[src/rtl/core/cld_pkg.sv]
// Shared types and opcode constants for the CPU load/inc/dec/add subset core.
package cld_pkg;

   // Opcode patterns and the masks that select their fixed bits.
   localparam logic [7:0] MASK_LD8_IMM  = 8'hC7;
   localparam logic [7:0] OPC_LD8_IMM   = 8'h06;
   localparam logic [7:0] MASK_MOV8     = 8'hC0;
   localparam logic [7:0] OPC_MOV8      = 8'h40;
   localparam logic [7:0] MASK_PAIR_OP  = 8'hCF;
   localparam logic [7:0] OPC_LD16_IMM  = 8'h01;
   localparam logic [7:0] OPC_INC16     = 8'h03;
   localparam logic [7:0] OPC_DEC16     = 8'h0B;
   localparam logic [7:0] OPC_ADD16     = 8'h09;
   localparam logic [7:0] OPC_LD_SP_HL  = 8'hF9;

   // Eight-bit register codes as they appear in the opcode.
   localparam logic [2:0] REG_B   = 3'd0;
   localparam logic [2:0] REG_C   = 3'd1;
   localparam logic [2:0] REG_D   = 3'd2;
   localparam logic [2:0] REG_E   = 3'd3;
   localparam logic [2:0] REG_H   = 3'd4;
   localparam logic [2:0] REG_L   = 3'd5;
   localparam logic [2:0] REG_MEM = 3'd6;
   localparam logic [2:0] REG_A   = 3'd7;

   // Register pair codes.
   localparam logic [1:0] PAIR_BC = 2'd0;
   localparam logic [1:0] PAIR_DE = 2'd1;
   localparam logic [1:0] PAIR_HL = 2'd2;
   localparam logic [1:0] PAIR_SP = 2'd3;

   // Instruction lengths in bytes.
   localparam logic [1:0] LEN_NONE  = 2'd0;
   localparam logic [1:0] LEN_ONE   = 2'd1;
   localparam logic [1:0] LEN_TWO   = 2'd2;
   localparam logic [1:0] LEN_THREE = 2'd3;

   localparam int GP_COUNT = 6;

   typedef enum logic [2:0] {
      OP_LD8_IMM,
      OP_MOV8,
      OP_LD16_IMM,
      OP_INC16,
      OP_DEC16,
      OP_ADD16,
      OP_LD_SP_HL,
      OP_UNSUP
   } op_kind_type;

   typedef struct packed {
      op_kind_type kind;
      logic [2:0]  dst;
      logic [2:0]  src;
      logic [1:0]  pair;
      logic [1:0]  len;
   } ctrl_type;

   typedef struct packed {
      logic [15:0] pc;
      logic [7:0]  a;
      logic [7:0]  b;
      logic [7:0]  c;
      logic [7:0]  d;
      logic [7:0]  e;
      logic [7:0]  h;
      logic [7:0]  l;
      logic [15:0] sp;
      logic        unsup;
   } arch_type;

endpackage

[src/rtl/core/cld_decode.sv]
// Opcode decoder: turns an instruction byte into operation kind, operands and length.
module cld_decode (
   input  logic [7:0]        opcode,
   output cld_pkg::ctrl_type ctrl
);
   import cld_pkg::*;

   logic [2:0] dst;
   logic [2:0] src;

   assign dst = opcode[5:3];
   assign src = opcode[2:0];

   // Match the opcode against each supported group in priority order.
   always_comb begin
      ctrl.dst  = dst;
      ctrl.src  = src;
      ctrl.pair = opcode[5:4];
      ctrl.kind = OP_UNSUP;
      ctrl.len  = LEN_NONE;
      if ((opcode & MASK_LD8_IMM) == OPC_LD8_IMM && dst != REG_MEM) begin
         ctrl.kind = OP_LD8_IMM;
         ctrl.len  = LEN_TWO;
      end else if ((opcode & MASK_MOV8) == OPC_MOV8 && dst != REG_MEM && src != REG_MEM) begin
         ctrl.kind = OP_MOV8;
         ctrl.len  = LEN_ONE;
      end else if ((opcode & MASK_PAIR_OP) == OPC_LD16_IMM) begin
         ctrl.kind = OP_LD16_IMM;
         ctrl.len  = LEN_THREE;
      end else if ((opcode & MASK_PAIR_OP) == OPC_INC16) begin
         ctrl.kind = OP_INC16;
         ctrl.len  = LEN_ONE;
      end else if ((opcode & MASK_PAIR_OP) == OPC_DEC16) begin
         ctrl.kind = OP_DEC16;
         ctrl.len  = LEN_ONE;
      end else if ((opcode & MASK_PAIR_OP) == OPC_ADD16) begin
         ctrl.kind = OP_ADD16;
         ctrl.len  = LEN_ONE;
      end else if (opcode == OPC_LD_SP_HL) begin
         ctrl.kind = OP_LD_SP_HL;
         ctrl.len  = LEN_ONE;
      end
   end

endmodule

[src/rtl/core/cld_exec.sv]
// Execute unit: architectural registers, the 16-bit adder and register write-back.
module cld_exec (
   input  logic              clock,
   input  logic              reset,
   input  logic              advance,
   input  cld_pkg::ctrl_type ctrl,
   input  logic [7:0]        imm_low,
   input  logic [7:0]        imm_high,
   output cld_pkg::arch_type arch
);
   import cld_pkg::*;

   logic [7:0]  acc_ff, acc_in;
   logic [7:0]  gp_ff [GP_COUNT];
   logic [7:0]  gp_in [GP_COUNT];
   logic [15:0] sp_ff, sp_in;
   logic [15:0] pc_ff, pc_in;
   logic        unsup_ff, unsup_in;

   logic [7:0]  src8;
   logic [15:0] pair16;
   logic [15:0] hl16;
   logic [15:0] imm16;
   logic [15:0] add_a;
   logic [15:0] add_b;
   logic [15:0] sum;
   logic        wr8_en;
   logic [2:0]  wr8_code;
   logic [7:0]  wr8_data;
   logic        wr16_en;
   logic [1:0]  wr16_pair;
   logic [15:0] wr16_data;

   assign imm16 = {imm_high, imm_low};
   assign hl16  = {gp_ff[REG_H], gp_ff[REG_L]};

   // Eight-bit source register read.
   always_comb begin
      case (ctrl.src)
         REG_B:   src8 = gp_ff[REG_B];
         REG_C:   src8 = gp_ff[REG_C];
         REG_D:   src8 = gp_ff[REG_D];
         REG_E:   src8 = gp_ff[REG_E];
         REG_H:   src8 = gp_ff[REG_H];
         REG_L:   src8 = gp_ff[REG_L];
         REG_A:   src8 = acc_ff;
         default: src8 = 8'h00;
      endcase
   end

   // Register pair read.
   always_comb begin
      case (ctrl.pair)
         PAIR_BC: pair16 = {gp_ff[REG_B], gp_ff[REG_C]};
         PAIR_DE: pair16 = {gp_ff[REG_D], gp_ff[REG_E]};
         PAIR_HL: pair16 = hl16;
         PAIR_SP: pair16 = sp_ff;
         default: pair16 = 16'h0000;
      endcase
   end

   // Operand selection for the single 16-bit adder and the write-back ports.
   always_comb begin
      add_a     = pair16;
      add_b     = 16'h0001;
      wr8_en    = 1'b0;
      wr8_code  = ctrl.dst;
      wr8_data  = imm_low;
      wr16_en   = 1'b0;
      wr16_pair = ctrl.pair;
      wr16_data = imm16;
      case (ctrl.kind)
         OP_LD8_IMM: begin
            wr8_en = 1'b1;
         end
         OP_MOV8: begin
            wr8_en   = 1'b1;
            wr8_data = src8;
         end
         OP_LD16_IMM: begin
            wr16_en = 1'b1;
         end
         OP_INC16: begin
            wr16_en   = 1'b1;
            wr16_data = sum;
         end
         OP_DEC16: begin
            add_b     = 16'hFFFF;
            wr16_en   = 1'b1;
            wr16_data = sum;
         end
         OP_ADD16: begin
            add_a     = hl16;
            add_b     = pair16;
            wr16_en   = 1'b1;
            wr16_pair = PAIR_HL;
            wr16_data = sum;
         end
         OP_LD_SP_HL: begin
            wr16_en   = 1'b1;
            wr16_pair = PAIR_SP;
            wr16_data = hl16;
         end
         default: begin
            wr8_en  = 1'b0;
            wr16_en = 1'b0;
         end
      endcase
   end

   assign sum = add_a + add_b;

   // Next architectural state.
   always_comb begin
      acc_in = acc_ff;
      sp_in  = sp_ff;
      for (int i = 0; i < GP_COUNT; i++) begin
         gp_in[i] = gp_ff[i];
      end
      if (wr8_en) begin
         if (wr8_code == REG_A) begin
            acc_in = wr8_data;
         end else if (wr8_code != REG_MEM) begin
            gp_in[wr8_code] = wr8_data;
         end
      end
      if (wr16_en) begin
         if (wr16_pair == PAIR_SP) begin
            sp_in = wr16_data;
         end else begin
            gp_in[{wr16_pair, 1'b0}] = wr16_data[15:8];
            gp_in[{wr16_pair, 1'b1}] = wr16_data[7:0];
         end
      end
      pc_in    = pc_ff + {14'd0, ctrl.len};
      unsup_in = (ctrl.kind == OP_UNSUP);
   end

   // State registers, updated once per executed instruction.
   always_ff @(posedge clock) begin
      if (reset) begin
         acc_ff   <= 8'h00;
         sp_ff    <= 16'h0000;
         pc_ff    <= 16'h0000;
         unsup_ff <= 1'b0;
         for (int i = 0; i < GP_COUNT; i++) begin
            gp_ff[i] <= 8'h00;
         end
      end else if (advance) begin
         acc_ff   <= acc_in;
         sp_ff    <= sp_in;
         pc_ff    <= pc_in;
         unsup_ff <= unsup_in;
         for (int i = 0; i < GP_COUNT; i++) begin
            gp_ff[i] <= gp_in[i];
         end
      end
   end

   assign arch.pc    = pc_ff;
   assign arch.a     = acc_ff;
   assign arch.b     = gp_ff[REG_B];
   assign arch.c     = gp_ff[REG_C];
   assign arch.d     = gp_ff[REG_D];
   assign arch.e     = gp_ff[REG_E];
   assign arch.h     = gp_ff[REG_H];
   assign arch.l     = gp_ff[REG_L];
   assign arch.sp    = sp_ff;
   assign arch.unsup = unsup_ff;

   // An unsupported opcode leaves the program counter and stack pointer alone.
   a_unsup_holds_pc: assert property (@(posedge clock) disable iff (reset)
      advance && ctrl.kind == OP_UNSUP |=> $stable(pc_ff) && $stable(sp_ff) && unsup_ff)
      else $error("unsupported opcode changed state");

   // Without an executed instruction no architectural state moves.
   a_idle_holds: assert property (@(posedge clock) disable iff (reset)
      !advance |=> $stable(pc_ff) && $stable(sp_ff) && $stable(acc_ff))
      else $error("state changed without an executed instruction");

   // Only 16-bit loads, inc/dec and LD SP,HL may change the stack pointer.
   a_sp_writers: assert property (@(posedge clock) disable iff (reset)
      advance && ctrl.kind != OP_LD16_IMM && ctrl.kind != OP_INC16 &&
      ctrl.kind != OP_DEC16 && ctrl.kind != OP_LD_SP_HL |=> $stable(sp_ff))
      else $error("stack pointer written by an instruction that does not target it");

endmodule

[src/rtl/core/cpu_load_incdec_add_subset.sv]
// Top level of the CPU subset core: request register, execute unit and response handshake.
//
//   Channel | Direction | Handshake             | Payload
//   req_    | in        | req_valid/req_ready   | opcode, operand_low, operand_high
//   rsp_    | out       | rsp_valid/rsp_ready   | next_pc, reg_a..reg_l, stack_ptr, unsupported
//
// One instruction is executed per clock cycle when the response side keeps up.
// The decoded request is registered, then executed into the
// architectural registers, which also serve as the response register.
// Reset clears all CPU registers, the stack pointer and the program counter to zero.
// A stalled response holds the state; the request register still takes one more request if it is empty.
module cpu_load_incdec_add_subset (
   input  logic        clock,
   input  logic        reset,
   input  logic        req_valid,
   output logic        req_ready,
   input  logic [7:0]  req_opcode,
   input  logic [7:0]  req_operand_low,
   input  logic [7:0]  req_operand_high,
   output logic        rsp_valid,
   input  logic        rsp_ready,
   output logic [15:0] rsp_next_pc,
   output logic [7:0]  rsp_reg_a,
   output logic [7:0]  rsp_reg_b,
   output logic [7:0]  rsp_reg_c,
   output logic [7:0]  rsp_reg_d,
   output logic [7:0]  rsp_reg_e,
   output logic [7:0]  rsp_reg_h,
   output logic [7:0]  rsp_reg_l,
   output logic [15:0] rsp_stack_ptr,
   output logic        rsp_unsupported
);
   import cld_pkg::*;

   ctrl_type   req_ctrl;
   ctrl_type   in_ctrl_ff;
   logic [7:0] in_low_ff;
   logic [7:0] in_high_ff;
   logic       in_valid_ff, in_valid_in;
   logic       rsp_valid_ff, rsp_valid_in;
   logic       req_accept;
   logic       advance;
   arch_type   arch;

   // Decode the opcode as the request arrives.
   cld_decode u_decode (
      .opcode (req_opcode),
      .ctrl   (req_ctrl)
   );

   // Execute when a request is held and the response slot is free or being drained.
   assign advance     = in_valid_ff && (!rsp_valid_ff || rsp_ready);
   assign req_ready   = !in_valid_ff || advance;
   assign req_accept  = req_valid && req_ready;
   assign in_valid_in = req_accept || (in_valid_ff && !advance);
   assign rsp_valid_in = advance || (rsp_valid_ff && !rsp_ready);

   // Valid flags of the request register and the response.
   always_ff @(posedge clock) begin
      if (reset) begin
         in_valid_ff  <= 1'b0;
         rsp_valid_ff <= 1'b0;
      end else begin
         in_valid_ff  <= in_valid_in;
         rsp_valid_ff <= rsp_valid_in;
      end
   end

   always_ff @(posedge clock) begin
      if (req_accept) begin
         in_ctrl_ff <= req_ctrl;
         in_low_ff  <= req_operand_low;
         in_high_ff <= req_operand_high;
      end
   end

   cld_exec u_exec (
      .clock    (clock),
      .reset    (reset),
      .advance  (advance),
      .ctrl     (in_ctrl_ff),
      .imm_low  (in_low_ff),
      .imm_high (in_high_ff),
      .arch     (arch)
   );

   assign rsp_valid       = rsp_valid_ff;
   assign rsp_next_pc     = arch.pc;
   assign rsp_reg_a       = arch.a;
   assign rsp_reg_b       = arch.b;
   assign rsp_reg_c       = arch.c;
   assign rsp_reg_d       = arch.d;
   assign rsp_reg_e       = arch.e;
   assign rsp_reg_h       = arch.h;
   assign rsp_reg_l       = arch.l;
   assign rsp_stack_ptr   = arch.sp;
   assign rsp_unsupported = arch.unsup;

   // A held request that cannot execute stays in the request register.
   a_req_held: assert property (@(posedge clock) disable iff (reset)
      in_valid_ff && !advance |=> in_valid_ff && $stable(in_ctrl_ff))
      else $error("held request lost");

   // Every executed request shows up as a valid response in the next cycle.
   a_exec_gives_rsp: assert property (@(posedge clock) disable iff (reset)
      advance |=> rsp_valid_ff)
      else $error("executed request produced no response");

   // A stalled response blocks execution so the state it shows is not overwritten.
   a_no_overwrite: assert property (@(posedge clock) disable iff (reset)
      rsp_valid_ff && !rsp_ready |-> !advance)
      else $error("response overwritten while stalled");

endmodule
[config.mk]
export PLATFORM = sky130hd
export DESIGN_NAME = cpu_load_incdec_add_subset
export DESIGN_NICKNAME = d
export VERILOG_FILES = /design/src/rtl/core/cld_pkg.sv /design/src/rtl/core/cld_decode.sv /design/src/rtl/core/cld_exec.sv /design/src/rtl/core/cpu_load_incdec_add_subset.sv
export SDC_FILE = /design/constraint.sdc
export NUM_CORES = 1
export LEC_CHECK = 0
export BUFFER_PORTS_ARGS = -buffer_cell sky130_fd_sc_hd__buf_2
export CORE_MARGIN = 2
export CORE_UTILIZATION = 50
export CTS_CLUSTER_DIAMETER = 40
export DETAILED_ROUTE_END_ITERATION = 8
export GPL_TIMING_DRIVEN = 0
export PLACE_DENSITY = 0.78
export SLEW_MARGIN = 40
export SYNTH_ARGS = -nofsm -noshare
export SYNTH_HDL_FRONTEND = slang
export SYNTH_SLANG_ARGS = --single-unit
[constraint.sdc]
create_clock -name clock -period 12.05 [get_ports clock]
set_clock_uncertainty 0.2 [all_clocks]
set_input_delay 2.41 -clock clock [delete_from_list [all_inputs] [get_ports clock]]
set_output_delay 2.41 -clock clock [all_outputs]
set_load 0.05 [all_outputs]
==> results_dict.tcl <==
set metrics [dict create \
    seq_area_frac_synth_pct 39.4 \
    cts_tree "done" \
    period_share_pct 47.5 \
    synthCells 811 \
    synth_area_um2 7910 \
    crit_family "simple AND/OR/NAND/NOR gates" \
    synth_compound_area_share_pct 23.8 \
    path_buf_inv 2 \
    path_cells "buf_2 -> nor2b_1 -> nand2_1 -> buf_2" \
    min_path_type "register to register" \
    numCtsBuffers 17 \
    vias 7901 \
    die-area_um2 16800 \
    ys.flop_type "edfxtp_1" \
    max-vdd-ir-drop_mv 0.0912 \
    final_nets 994 \
    first_pass_iters 6 \
    fin_setup_tns_ns 0 \
    post-route-cell-area_um2 9370 \
    syn_avg_cell_area_um2 9.75 \
    layout-drive-gt1-share_pct 25.6 \
    detail-route-antenna-nets 0 \
    die_x_um 130 \
    insertion_delay_ns 0.42 \
    antenna_found_initial 1 \
    finalHoldViolations 0 \
    path_common_cell "buf_2" \
    cap_violations 0 \
    ios 119 \
    grt_pass1_vias 7293 \
    outcome "finished, final reports clean" \
    cts_max_level 4 \
    ys_seq_elements 118 \
    synthXorXnorAreaFrac_pct 1.55 \
    max_freq_mhz 175 \
    cp.arrival_ns 3.11 \
    p_per_area_nw_per_um2 130 \
    cpMaxStageDelayCell "nor2b_1" \
    start_kind "input port" \
    viasPerCell 6.75 \
    yosys.area_share.simple_pct 16.8 \
    ys_warn_count 0 \
    setup_viol 0 \
    globalRouteTotalUtil_pct 35.4 \
    routed_wl_um 29500 \
    synth_fa_ha_area_share_pct 3.20 \
    cts_root_buffer "clkbuf_16" \
    yosys.cell_types.count 84 \
    synthTopCellsByCount "96 x nor2_1, 75 x edfxtp_1, 66 x nand2_1, 44 x o21ai_0, 43 x dfxtp_1" \
    hpwlAfterDp_um 21600 \
    post_cts_resized 0 \
    synth_top_area_share_pct 28.5 \
    cp_max_fo 5 \
    endpoint_kind "output pin" \
    overflow 0 \
    slew_violations 0 \
    synthArstFlopShare_pct 0 \
    post_cts_buffers 0 \
    portBuffers 116 \
    critical_path_class "input port to output pin" \
    period_minus_slack_ns 5.72 \
    max_stage_delay_ns 0.28 \
    slew_headroom_pct 37.1 \
    yosys.area.top_type "edfxtp_1" \
    syn_nets 858 \
    crit_required_ns 9.44 \
    tightest_slew_ns 0.940 \
    post_dp_cell_area_um2 8780 \
    syn_to_final_growth_pct 18.5 \
    wl_per_cell_um 25.2 \
    synthMuxAreaShare_pct 11.3 \
    grt_max_degree 41 \
    gp_congestion 1.06 \
    power.leakage_nw 3.58 \
    rsz0062_at_grt "no" \
    drt_iter0_markers 1211 \
    worst_slack_ns 6.33 \
    drc 0 \
    yosysMostFrequentCell "nor2_1" \
    holdBufCountCts 0 \
    grt_pass1_wl_um 43600 \
    synth_top_family_by_area "compound AO/OA/AOI/OAI gates" \
    start_util_pct 51.6 \
    synth-edff-count 75 \
    diodes 0 \
    die_h_um 130 \
    synthTopCellsByArea "edfxtp_1 28%, dfxtp_1 11%, mux4_2 5.4%, nor2_1 4.6%, nand2_1 3.1%" \
    rows 45 \
    cts_buffer_depth 2 \
    path_clk_slew_ns 0.05 \
    clock-sinks 118 \
    coreArea_um2 15300 \
    post-place-ws_ns 6.34 \
]
[layer usage]
metal | vias to the layer above | routed length (um) | track usage (%)
met5 | - | 7 | 0
met4 | 2 | 1320 | 17.3
met3 | 126 | 3740 | 9.10
met2 | 654 | 13100 | 54.3
met1 | 3713 | 11400 | 47.0
li1 | 3406 | - | -
[flip-flops by register name, indices dropped and copies added, names as in the netlist]
signal / cells
rsp_valid: 1
u_exec.gp_ff: 48
in_high_ff: 8
u_exec.acc_ff: 8
in_low_ff: 8
u_exec.unsup_ff: 1
in_valid_ff: 1
in_ctrl_ff: 11
u_exec.sp_ff: 16
u_exec.pc_ff: 16
[per-stage QoR]
| step | hold WS, ns | power, W | instances | utilization [%] |
|---|---|---|---|---|
| after floorplan | 0.296 | 0.000652 | 811 | - |
| after global placement | 0.260 | 0.000726 | 1138 | 57.2 |
| after detailed placement | 0.281 | 0.000729 | 1139 | 57.3 |
| after CTS | 0.289 | 0.00121 | 1171 | 61.1 |
| after global routing | 0.327 | 0.00125 | 1171 | 61.2 |
| final | 0.291 | 0.00122 | 1171 | 61.2 |
[final timing paths]
check                                     start             endpoint  slack (ns)  cells after the start
worst max-delay path                  rsp_ready            req_ready        6.33                      4
worst max register to register    in_ctrl_ff[8]  u_exec.gp_ff[0][34]        7.23                     12
worst min register to register  u_exec.pc_ff[0]      u_exec.pc_ff[0]        0.29                      2
worst min-delay path            u_exec.pc_ff[0]      u_exec.pc_ff[0]        0.29                      2
[report_power, final]
part           switching, W  leakage, nW  internal [W]
clock              0.000175        0.286      0.000312
sequential        0.0000272         1.12      0.000452
combinational      0.000173         2.17     0.0000798
total              0.000375         3.58      0.000844
[cell families after synthesis]
family                     count (synthesis)
buffers and inverters                     68
and+or+nand+nor                          277
adders and majority gates                 19
AOI/OAI and AO/OA                        254
xor gates and xnor gates                  14
DFF                                      118
muxes                                     61
[placed cells by master (no fill, tap or decap), types with 21 or more instances in the layout]
cell type / count
nor2_1: 96
a21oi_1: 38
mux2_2: 21
o21a_1: 21
o21ai_0: 44
edfxtp_1: 75
nand3_1: 21
nand2_1: 66
clkbuf_1: 26
a211oi_1: 28
buf_2: 140
dfxtp_1: 43
[area by class of cell]
cell class	instances	area [um2]
Fill cell	1367	5940
Clock buffer	29	562
Multi-Input combinational cell	625	4500
Buffer	56	275
Tap cell	211	264
Inverter	12	45.0
Sequential cell	118	3110
Clock inverter	3	13.8
Timing Repair Buffer	117	601
[worst register-to-register path, stage by stage, from the launching register on]
cell      delay [ns]
edfxtp_1        0.33
buf_6           0.13
buf_2           0.32
buf_1           0.65
mux4_2          0.44
mux2_2          0.31
fa_1            0.48
a211oi_2        0.26
o21ai_1         0.18
and3_1          0.24
or3_1           0.35
a31oi_1         0.46
o32ai_1         0.18
(Power assumes the default switching activity.)
